--- config.mk ---
export PLATFORM = sky130hd
export DESIGN_NAME = pulse_rate_to_speed_pwl
export DESIGN_NICKNAME = d
export VERILOG_FILES = /design/src/rtl/prs_pwl_pkg.sv /design/src/rtl/prs_pwl_div.sv /design/src/rtl/pulse_rate_to_speed_pwl.sv
export SDC_FILE = /design/constraint.sdc
export NUM_CORES = 2
export LEC_CHECK = 0
export ABC_CLOCK_PERIOD_IN_PS = 14710
export BUFFER_PORTS_ARGS = -buffer_cell sky130_fd_sc_hd__buf_2
export CORE_MARGIN = 4
export CORE_UTILIZATION = 46
export CTS_BUF_LIST = sky130_fd_sc_hd__clkbuf_8
export DETAILED_ROUTE_END_ITERATION = 8
export HOLD_SLACK_MARGIN = 0.15
export PLACE_DENSITY = 0.71
export SLEW_MARGIN = 10
export SYNTH_ARGS = -nofsm -noshare
export SYNTH_HDL_FRONTEND = slang
export SYNTH_HIERARCHICAL = 1
export SYNTH_SLANG_ARGS = --single-unit
export TNS_END_PERCENT = 5
--- constraint.sdc ---
create_clock -name i_clk -period 14.71 [get_ports i_clk]
set_input_delay 1.471 -clock i_clk [delete_from_list [all_inputs] [get_ports i_clk]]
set_output_delay 1.471 -clock i_clk [all_outputs]
set_load 0.005 [all_outputs]
--- src/rtl/prs_pwl_pkg.sv ---
// Shared types and constants for the pulse rate to wind speed converter.
package prs_pwl_pkg;

    localparam int RATE_W     = 16;
    localparam int SPEED_W    = 16;
    localparam int CNT_W      = 4;
    localparam int CFG_IDX_W  = 3;
    localparam int CFG_DATA_W = 64;

    // register indexes on the configuration port
    localparam logic [CFG_IDX_W-1:0] REG_POINT_COUNT = 3'd0;
    localparam logic [CFG_IDX_W-1:0] REG_POINTS_0_1  = 3'd1;

    localparam logic [CNT_W-1:0]      RESET_POINT_COUNT = 4'd2;
    localparam logic [CFG_DATA_W-1:0] RESET_POINTS_0_1  = 64'h0042_02C0_0000_0000;

    // 3/128 Hz (about 0.023 Hz) in Q9.7
    localparam logic [RATE_W-1:0] LOW_CUT_RAW = 16'd3;

    // divider geometry: 32-bit magnitude over 16-bit magnitude
    localparam int NUM_W               = 32;
    localparam int DEN_W               = 16;
    localparam int DIV_BITS_PER_STAGE  = 4;
    localparam int DIV_STAGES          = NUM_W / DIV_BITS_PER_STAGE;

    // travels beside the quotient through the divider
    typedef struct packed {
        logic [SPEED_W-1:0] base;
        logic               neg;
    } t_div_side;

endpackage

--- src/rtl/prs_pwl_div.sv ---
// Pipelined restoring divider, unsigned 32 by 16, four quotient bits per stage.
module prs_pwl_div (
    input  logic                                  i_clk,
    input  logic [prs_pwl_pkg::DIV_STAGES-1:0]    i_en,
    input  logic [prs_pwl_pkg::NUM_W-1:0]         i_num,
    input  logic [prs_pwl_pkg::DEN_W-1:0]         i_den,
    input  prs_pwl_pkg::t_div_side                i_side,
    output logic [prs_pwl_pkg::NUM_W-1:0]         o_quo,
    output prs_pwl_pkg::t_div_side                o_side
);
    import prs_pwl_pkg::*;

    logic [DEN_W-1:0] r_rem  [DIV_STAGES];
    logic [NUM_W-1:0] r_nq   [DIV_STAGES];
    logic [DEN_W-1:0] r_den  [DIV_STAGES];
    t_div_side        r_side [DIV_STAGES];

    logic [DEN_W-1:0] pre_rem  [DIV_STAGES];
    logic [NUM_W-1:0] pre_nq   [DIV_STAGES];
    logic [DEN_W-1:0] pre_den  [DIV_STAGES];
    t_div_side        pre_side [DIV_STAGES];
    logic [DEN_W-1:0] n_rem    [DIV_STAGES];
    logic [NUM_W-1:0] n_nq     [DIV_STAGES];

    for (genvar k = 0; k < DIV_STAGES; k++) begin : g_stg
        if (k == 0) begin : g_first
            assign pre_rem[k]  = '0;
            assign pre_nq[k]   = i_num;
            assign pre_den[k]  = i_den;
            assign pre_side[k] = i_side;
        end else begin : g_rest
            assign pre_rem[k]  = r_rem[k-1];
            assign pre_nq[k]   = r_nq[k-1];
            assign pre_den[k]  = r_den[k-1];
            assign pre_side[k] = r_side[k-1];
        end

        // nq shifts the dividend out at the top and the quotient in at the bottom
        always_comb begin
            logic [DEN_W:0]   t;
            logic [DEN_W-1:0] rem;
            logic [NUM_W-1:0] nq;
            rem = pre_rem[k];
            nq  = pre_nq[k];
            for (int j = 0; j < DIV_BITS_PER_STAGE; j++) begin
                t  = {rem, nq[NUM_W-1]};
                nq = {nq[NUM_W-2:0], 1'b0};
                if (t >= {1'b0, pre_den[k]}) begin
                    t     = t - {1'b0, pre_den[k]};
                    nq[0] = 1'b1;
                end
                rem = t[DEN_W-1:0];
            end
            n_rem[k] = rem;
            n_nq[k]  = nq;
        end

        always_ff @(posedge i_clk) begin
            if (i_en[k]) begin
                r_rem[k]  <= n_rem[k];
                r_nq[k]   <= n_nq[k];
                r_den[k]  <= pre_den[k];
                r_side[k] <= pre_side[k];
            end
        end
    end

    assign o_quo  = r_nq[DIV_STAGES-1];
    assign o_side = r_side[DIV_STAGES-1];

endmodule

--- src/rtl/pulse_rate_to_speed_pwl.sv ---
// Top level: anemometer pulse rate to wind speed by piecewise linear lookup.
//
// Input stream s_axis carries one pulse rate (unsigned Q9.7 Hz) per item in
// tdata[15:0]. Output stream m_axis returns one wind speed (unsigned Q9.7 m/s)
// per item in tdata[15:0], with tuser[0] set when the value was clamped.
// Breakpoints and the point count are written on the i_cfg_* port while no
// item is in flight; a write takes effect at the next clock edge.
//
// One item is accepted every cycle while m_axis does not stall. The depth
// comes from the 32-bit quotient, which is resolved 4 bits per stage in an
// 8-stage divider; the other stages compare, select the segment, form
// differences, multiply and finally add and clamp.
//
// Reset empties the pipeline and loads the default table: two points,
// (0,0) and (5.5 Hz, 0.5156 m/s). When m_axis stalls, occupied stages hold
// their items while empty stages ahead of them keep filling; s_axis_tready
// drops only once every stage holds an item and the output is still stalled.
module pulse_rate_to_speed_pwl #(
    parameter int MAX_POINTS = 10
) (
    input  logic                                  i_clk,
    input  logic                                  i_rst_n,
    input  logic                                  s_axis_tvalid,
    output logic                                  s_axis_tready,
    input  logic [prs_pwl_pkg::RATE_W-1:0]        s_axis_tdata,   // [15:0] pulse_rate
    output logic                                  m_axis_tvalid,
    input  logic                                  m_axis_tready,
    output logic [prs_pwl_pkg::SPEED_W-1:0]       m_axis_tdata,   // [15:0] wind_speed
    output logic                                  m_axis_tuser,   // [0] clamped
    input  logic                                  i_cfg_we,
    input  logic [prs_pwl_pkg::CFG_IDX_W-1:0]     i_cfg_idx,
    input  logic [prs_pwl_pkg::CFG_DATA_W-1:0]    i_cfg_wdata
);
    import prs_pwl_pkg::*;

    localparam int NREG = (MAX_POINTS + 1) / 2;
    localparam int SEGW = $clog2(MAX_POINTS);
    localparam int NSTG = DIV_STAGES + 5;
    localparam int DIV0 = 4;

    // ---------------- configuration ----------------
    logic [CNT_W-1:0]      r_point_count;
    logic [CFG_DATA_W-1:0] r_points [NREG];

    always_ff @(posedge i_clk) begin
        if (!i_rst_n) begin
            r_point_count <= RESET_POINT_COUNT;
            for (int k = 0; k < NREG; k++) begin
                r_points[k] <= (k == 0) ? RESET_POINTS_0_1 : '0;
            end
        end else if (i_cfg_we) begin
            if (i_cfg_idx == REG_POINT_COUNT) begin
                r_point_count <= i_cfg_wdata[CNT_W-1:0];
            end
            for (int k = 0; k < NREG; k++) begin
                if (i_cfg_idx == REG_POINTS_0_1 + CFG_IDX_W'(k)) begin
                    r_points[k] <= i_cfg_wdata;
                end
            end
        end
    end

    // point i and the one before it (the origin ahead of point 0)
    logic [RATE_W-1:0]  pt_x [MAX_POINTS];
    logic [SPEED_W-1:0] pt_y [MAX_POINTS];
    logic [RATE_W-1:0]  pv_x [MAX_POINTS];
    logic [SPEED_W-1:0] pv_y [MAX_POINTS];

    always_comb begin
        for (int i = 0; i < MAX_POINTS; i++) begin
            pt_x[i] = r_points[i/2][(i%2)*32 +: RATE_W];
            pt_y[i] = r_points[i/2][(i%2)*32 + 16 +: SPEED_W];
        end
        pv_x[0] = '0;
        pv_y[0] = '0;
        for (int i = 1; i < MAX_POINTS; i++) begin
            pv_x[i] = pt_x[i-1];
            pv_y[i] = pt_y[i-1];
        end
    end

    logic [CNT_W-1:0] n_used;

    always_comb begin
        if (r_point_count < 4'd2) begin
            n_used = 4'd2;
        end else if (r_point_count > CNT_W'(MAX_POINTS)) begin
            n_used = CNT_W'(MAX_POINTS);
        end else begin
            n_used = r_point_count;
        end
    end

    // ---------------- stage flow ----------------
    logic [NSTG-1:0] r_vld;
    logic [NSTG-1:0] stg_en;

    always_comb begin
        stg_en[NSTG-1] = !r_vld[NSTG-1] || m_axis_tready;
        for (int k = NSTG - 2; k >= 0; k--) begin
            stg_en[k] = !r_vld[k] || stg_en[k+1];
        end
    end

    always_ff @(posedge i_clk) begin
        if (!i_rst_n) begin
            r_vld <= '0;
        end else begin
            if (stg_en[0]) begin
                r_vld[0] <= s_axis_tvalid;
            end
            for (int k = 1; k < NSTG; k++) begin
                if (stg_en[k]) begin
                    r_vld[k] <= r_vld[k-1];
                end
            end
        end
    end

    assign s_axis_tready = stg_en[0];

    // ---------------- stage 1: compare against every x ----------------
    logic [RATE_W-1:0]     r_s1_rate;
    logic [MAX_POINTS-1:0] r_s1_lt;
    logic                  r_s1_low;
    logic [MAX_POINTS-1:0] n_s1_lt;

    always_comb begin
        for (int i = 0; i < MAX_POINTS; i++) begin
            n_s1_lt[i] = s_axis_tdata < pt_x[i];
        end
    end

    always_ff @(posedge i_clk) begin
        if (stg_en[0]) begin
            r_s1_rate <= s_axis_tdata;
            r_s1_lt   <= n_s1_lt;
            r_s1_low  <= s_axis_tdata <= LOW_CUT_RAW;
        end
    end

    // ---------------- stage 2: pick the segment ----------------
    logic [RATE_W-1:0] r_s2_rate;
    logic [SEGW-1:0]   r_s2_seg;
    logic              r_s2_low;
    logic [SEGW-1:0]   n_s2_seg;

    // segment 0 runs from the origin to point 0; past the table use the last one
    always_comb begin
        n_s2_seg = SEGW'(n_used - 4'd1);
        for (int i = MAX_POINTS - 1; i >= 1; i--) begin
            if (r_s1_lt[i] && (CNT_W'(i) < n_used)) begin
                n_s2_seg = SEGW'(i);
            end
        end
        if (r_s1_lt[0]) begin
            n_s2_seg = '0;
        end
    end

    always_ff @(posedge i_clk) begin
        if (stg_en[1]) begin
            r_s2_rate <= r_s1_rate;
            r_s2_seg  <= n_s2_seg;
            r_s2_low  <= r_s1_low;
        end
    end

    // ---------------- stage 3: endpoints and differences ----------------
    logic [RATE_W-1:0]         r_s3_a;
    logic signed [SPEED_W:0]   r_s3_dy;
    logic signed [RATE_W:0]    r_s3_den;
    logic [SPEED_W-1:0]        r_s3_base;
    logic                      r_s3_zq;
    logic [RATE_W-1:0]         s3_xa, s3_xb;
    logic [SPEED_W-1:0]        s3_ya, s3_yb;
    logic                      s3_flat;

    always_comb begin
        s3_xa   = pv_x[r_s2_seg];
        s3_xb   = pt_x[r_s2_seg];
        s3_ya   = pv_y[r_s2_seg];
        s3_yb   = pt_y[r_s2_seg];
        s3_flat = s3_xa == s3_xb;
    end

    // a flat segment gives its end y with no quotient; a rate at or below the low cut gives zero
    always_ff @(posedge i_clk) begin
        if (stg_en[2]) begin
            r_s3_a    <= r_s2_rate - s3_xa;
            r_s3_dy   <= $signed({1'b0, s3_yb}) - $signed({1'b0, s3_ya});
            r_s3_den  <= $signed({1'b0, s3_xb}) - $signed({1'b0, s3_xa});
            r_s3_zq   <= r_s2_low || s3_flat;
            r_s3_base <= r_s2_low ? '0 : (s3_flat ? s3_yb : s3_ya);
        end
    end

    // ---------------- stage 4: magnitudes and product ----------------
    logic [NUM_W-1:0]   r_s4_num;
    logic [DEN_W-1:0]   r_s4_dmag;
    t_div_side          r_s4_side;
    logic [SPEED_W-1:0] s4_dymag;
    logic [DEN_W-1:0]   s4_denmag;
    logic [NUM_W-1:0]   s4_prod;

    always_comb begin
        s4_dymag  = r_s3_dy[SPEED_W] ? SPEED_W'(-r_s3_dy) : r_s3_dy[SPEED_W-1:0];
        s4_denmag = r_s3_den[RATE_W] ? DEN_W'(-r_s3_den) : r_s3_den[DEN_W-1:0];
        s4_prod   = r_s3_a * s4_dymag;
    end

    always_ff @(posedge i_clk) begin
        if (stg_en[3]) begin
            r_s4_num       <= r_s3_zq ? '0 : s4_prod;
            r_s4_dmag      <= r_s3_zq ? DEN_W'(1) : s4_denmag;
            r_s4_side.base <= r_s3_base;
            r_s4_side.neg  <= r_s3_dy[SPEED_W] ^ r_s3_den[RATE_W];
        end
    end

    // ---------------- divider ----------------
    logic [NUM_W-1:0] div_quo;
    t_div_side        div_side;

    prs_pwl_div u_div (
        .i_clk  (i_clk),
        .i_en   (stg_en[DIV0 +: DIV_STAGES]),
        .i_num  (r_s4_num),
        .i_den  (r_s4_dmag),
        .i_side (r_s4_side),
        .o_quo  (div_quo),
        .o_side (div_side)
    );

    // ---------------- output stage: sign, add, clamp ----------------
    logic [SPEED_W-1:0]      r_out_speed;
    logic                    r_out_sat;
    logic signed [NUM_W+1:0] fin_q;
    logic signed [NUM_W+1:0] fin_v;
    logic [SPEED_W-1:0]      fin_speed;
    logic                    fin_sat;

    always_comb begin
        fin_q = $signed({2'b00, div_quo});
        if (div_side.neg) begin
            fin_q = -fin_q;
        end
        fin_v = $signed({{(NUM_W + 2 - SPEED_W){1'b0}}, div_side.base}) + fin_q;
        if (fin_v[NUM_W+1]) begin
            fin_speed = '0;
            fin_sat   = 1'b1;
        end else if (fin_v[NUM_W:SPEED_W] != '0) begin
            fin_speed = '1;
            fin_sat   = 1'b1;
        end else begin
            fin_speed = fin_v[SPEED_W-1:0];
            fin_sat   = 1'b0;
        end
    end

    always_ff @(posedge i_clk) begin
        if (stg_en[NSTG-1]) begin
            r_out_speed <= fin_speed;
            r_out_sat   <= fin_sat;
        end
    end

    assign m_axis_tvalid = r_vld[NSTG-1];
    assign m_axis_tdata  = r_out_speed;
    assign m_axis_tuser  = r_out_sat;

    // ---------------- assertions ----------------
    a_ready_only_when_full: assert property (@(posedge i_clk) disable iff (!i_rst_n)
        !s_axis_tready |-> (m_axis_tvalid && !m_axis_tready))
        else $error("input stalled while the pipeline could advance");

    a_clamp_at_limit: assert property (@(posedge i_clk) disable iff (!i_rst_n)
        (m_axis_tvalid && m_axis_tuser) |-> (m_axis_tdata == '0 || m_axis_tdata == '1))
        else $error("clamp flag set on an unclamped speed");

    a_divisor_nonzero: assert property (@(posedge i_clk) disable iff (!i_rst_n)
        r_vld[3] |-> (r_s4_dmag != '0))
        else $error("zero divisor entered the divider");

endmodule
==> flow_summary.yaml <==
worst_setup_path:
  critPathKind: "reg2reg"
  critical_path.most_common_cell: "a21oi_1"
  path_buf_inv: 4
  cp_max_fo: 25
  cp.arrival_ns: 14.20
  worstSetupEndpointType: "flop"
  cp_slowest_cell: "or4b_1"
  path_delay_family: "compound AO/OA/AOI/OAI gates"
  critical_path_required_ns: 15.35
  startpoint_type: "flop"
  cpPeakStageDelay_ns: 0.89
timing:
  relSlewSlack_pct: 22.7
  fmax_mhz: 73.7
  tightest_slew_ns: 1.16
  fin_skew_ns: 0.0580
  slew_violations: 0
  setup_viol: 0
  finalHoldViolations: 0
  period_share_pct: 92.2
  grt_setup_unrepaired: "false"
  period_needed_ns: 13.56
  setup_tns_ns: 0
die:
  die_area_mm2: 0.193
  core_mm2: 0.185
  io_pins: 107
  die_w_um: 439
  rows: 158
  chipHeight_um: 439
  initial_utilization_pct: 46.2
cts:
  hold_buffers: 0
  cts_tree: "built"
  cts_root_buffer: "clkbuf_8"
  cts_resized: 0
  clkTransAtPathRegs_ns: 0.07
  cts_made_buffers: 186
  numClockSinks: 1150
  cts_max_path_buffers: 3
  insertion_delay_ns: 0.92
  cts_setup_buffers: 0
  htreeDepth: 4
run:
  maxCapViolations: 0
global_routing:
  antenna_found_initial: 4
  gr-usage-all-layers_pct: 22.9
  grt_max_degree: 132
  grt_overflow_total: 0
  grt_pass1_wl_um: 349000
  grt_pass1_vias: 62721
route:
  ant_nets: 0
  drc: 0
  wire_per_inst_um: 20.6
  drt_first_pass_iters: 5
  drt_first_iter_violations: 4446
  via_count: 62334
  routed_wl_um: 223000
  via_per_inst: 5.74
synth:
  yosysTopAreaCellShare_pct: 39.7
  yosys_register_bits: 1150
  yosysWarnings: 6
  synth_top_area_cell: "edfxtp_1"
  synthesis.nets: 9208
  seq_area_frac_synth_pct: 40.1
  synth.distinct_cells: 110
  yosys_most_used_dff: "edfxtp_1"
  syn_inst: 8071
  netlist_area_mm2: 0.0856
  synth-edff-count: 1133
  netlist_top_cells_area: "edfxtp_1, ha_1, fa_1, inv_1, xnor2_1"
  syn_avg_cell_area_um2: 10.6
  synthArstFlopShare_pct: 0
place:
  gp_congestion: 0.927
  dp_hpwl_um: 173000
  portBuffers: 106
cells_and_area:
  drive_gt1_share_pct: 10.3
  nets: 9364
  syn_to_final_growth_pct: 8.20
hold_path:
  hold_class: "reg2reg"
outcome:
  status: "complete, no violations"
-- registers in the layout, indices dropped and copies added, names as in the netlist, 4 cells and up --
| signal | flops |
|---|---|
| m_axis_tdata | 16 |
| r_point_count | 4 |
| r_points | 320 |
| r_s1_lt | 10 |
| r_s1_rate | 16 |
| r_s2_rate | 16 |
| r_s2_seg | 4 |
| r_s3_a | 16 |
| r_s3_base | 16 |
| r_s3_den | 17 |
| r_s3_dy | 17 |
| r_s4_dmag | 16 |
| r_s4_num | 32 |
| r_s4_side | 17 |
| r_vld | 13 |
| u_div/r_den | 112 |
| u_div/r_nq | 256 |
| u_div/r_rem | 112 |
| u_div/r_side | 136 |
-- per-layer routing --
layer	routed length (µm)	up-vias	GRT usage [%]
li1	-	29828	-
met1	92000	30166	28.3
met2	111000	1879	40.3
met3	10700	459	2.95
met4	9550	2	9.36
met5	13	-	0
-- synthesized netlist by cell type (all sizes together), types with 26 or more instances --
cell     instances
edfxtp        1133
ha             821
inv            798
nand2          588
nor2           523
a21oi          472
o21ai          416
xnor2          299
fa             228
a21o           224
mux2           222
and2           178
clkbuf         163
nor2b          155
xor2           153
nor3           129
nand3          106
o21a           106
mux2i          105
mux4            96
nand4           96
nand2b          87
a211oi          79
o31ai           69
and3            56
a21boi          55
or3             48
a22oi           47
o21bai          44
buf             41
nor4            38
or2             38
a31oi           37
o211ai          36
o22a            36
a2111oi         28
or4             26
-- area by class of cell --
cell class | instances | area [µm²]
fill | 16420 | 92600
antenna | 2 | 5.00
timing repair buffer | 172 | 1040
inverter | 800 | 3010
tap | 2480 | 3100
multi-input combinational | 5917 | 47500
sequential | 1150 | 34400
clock buffer | 192 | 2640
clock inverter | 143 | 948
-- per-stage QoR --
stage / utilization, % / cells / setup slack (ns) / hold WS, ns / cell area (µm²)
floorplan: - / 8071 / 3.63 / 0.400 / 85600
global placement: 48.1 / 10519 / 1.43 / 0.401 / 89000
detailed placement: 48.1 / 10519 / 1.32 / 0.405 / 89000
CTS: 50.0 / 10854 / 1.27 / 0.390 / 92600
global route: 50.0 / 10856 / 0.135 / 0.394 / 92600
finish: 50.0 / 10856 / 1.15 / 0.390 / 92600
-- path summary, 6_finish.rpt --
kind	start	endpoint	slack, ns	cells past startpoint
worst max register to register	u_div/r_den[5][1]	u_div/r_rem[6][4]	1.15	44
worst max-delay path	u_div/r_den[5][1]	u_div/r_rem[6][4]	1.15	44
worst min register to register	u_div/r_side[0][62]	u_div/r_side[1][11]	0.39	0
worst min-delay path	u_div/r_side[0][62]	u_div/r_side[1][11]	0.39	0
-- placed cells by master, fill, tap and decap left out, types with 207 or more instances in the layout --
cell type | Yosys | routed
fa_1 | 228 | 228
inv_1 | 788 | 836
nand2_1 | 587 | 582
ha_1 | 821 | 821
mux2_2 | 207 | 207
edfxtp_1 | 1133 | 1133
o21ai_0 | 404 | 401
a21o_1 | 224 | 224
a21oi_1 | 460 | 460
nor2_1 | 522 | 522
xnor2_1 | 299 | 299
-- cell families after synthesis --
group | after synthesis | synth area share (%)
AND/OR/NAND/NOR | 2129 | 12.3
AO/OA/AOI/OAI | 1863 | 14.4
flip-flops | 1150 | 40.1
adder cells (fa/ha/maj) | 1049 | 17.3
buffers and inverters | 1004 | 4.49
XOR/XNOR | 453 | 4.65
multiplexers | 423 | 6.72
Power is left out: the tool's default activity adds up to more than one toggle a clock period on the data nets, which glitch-free logic cannot reach.
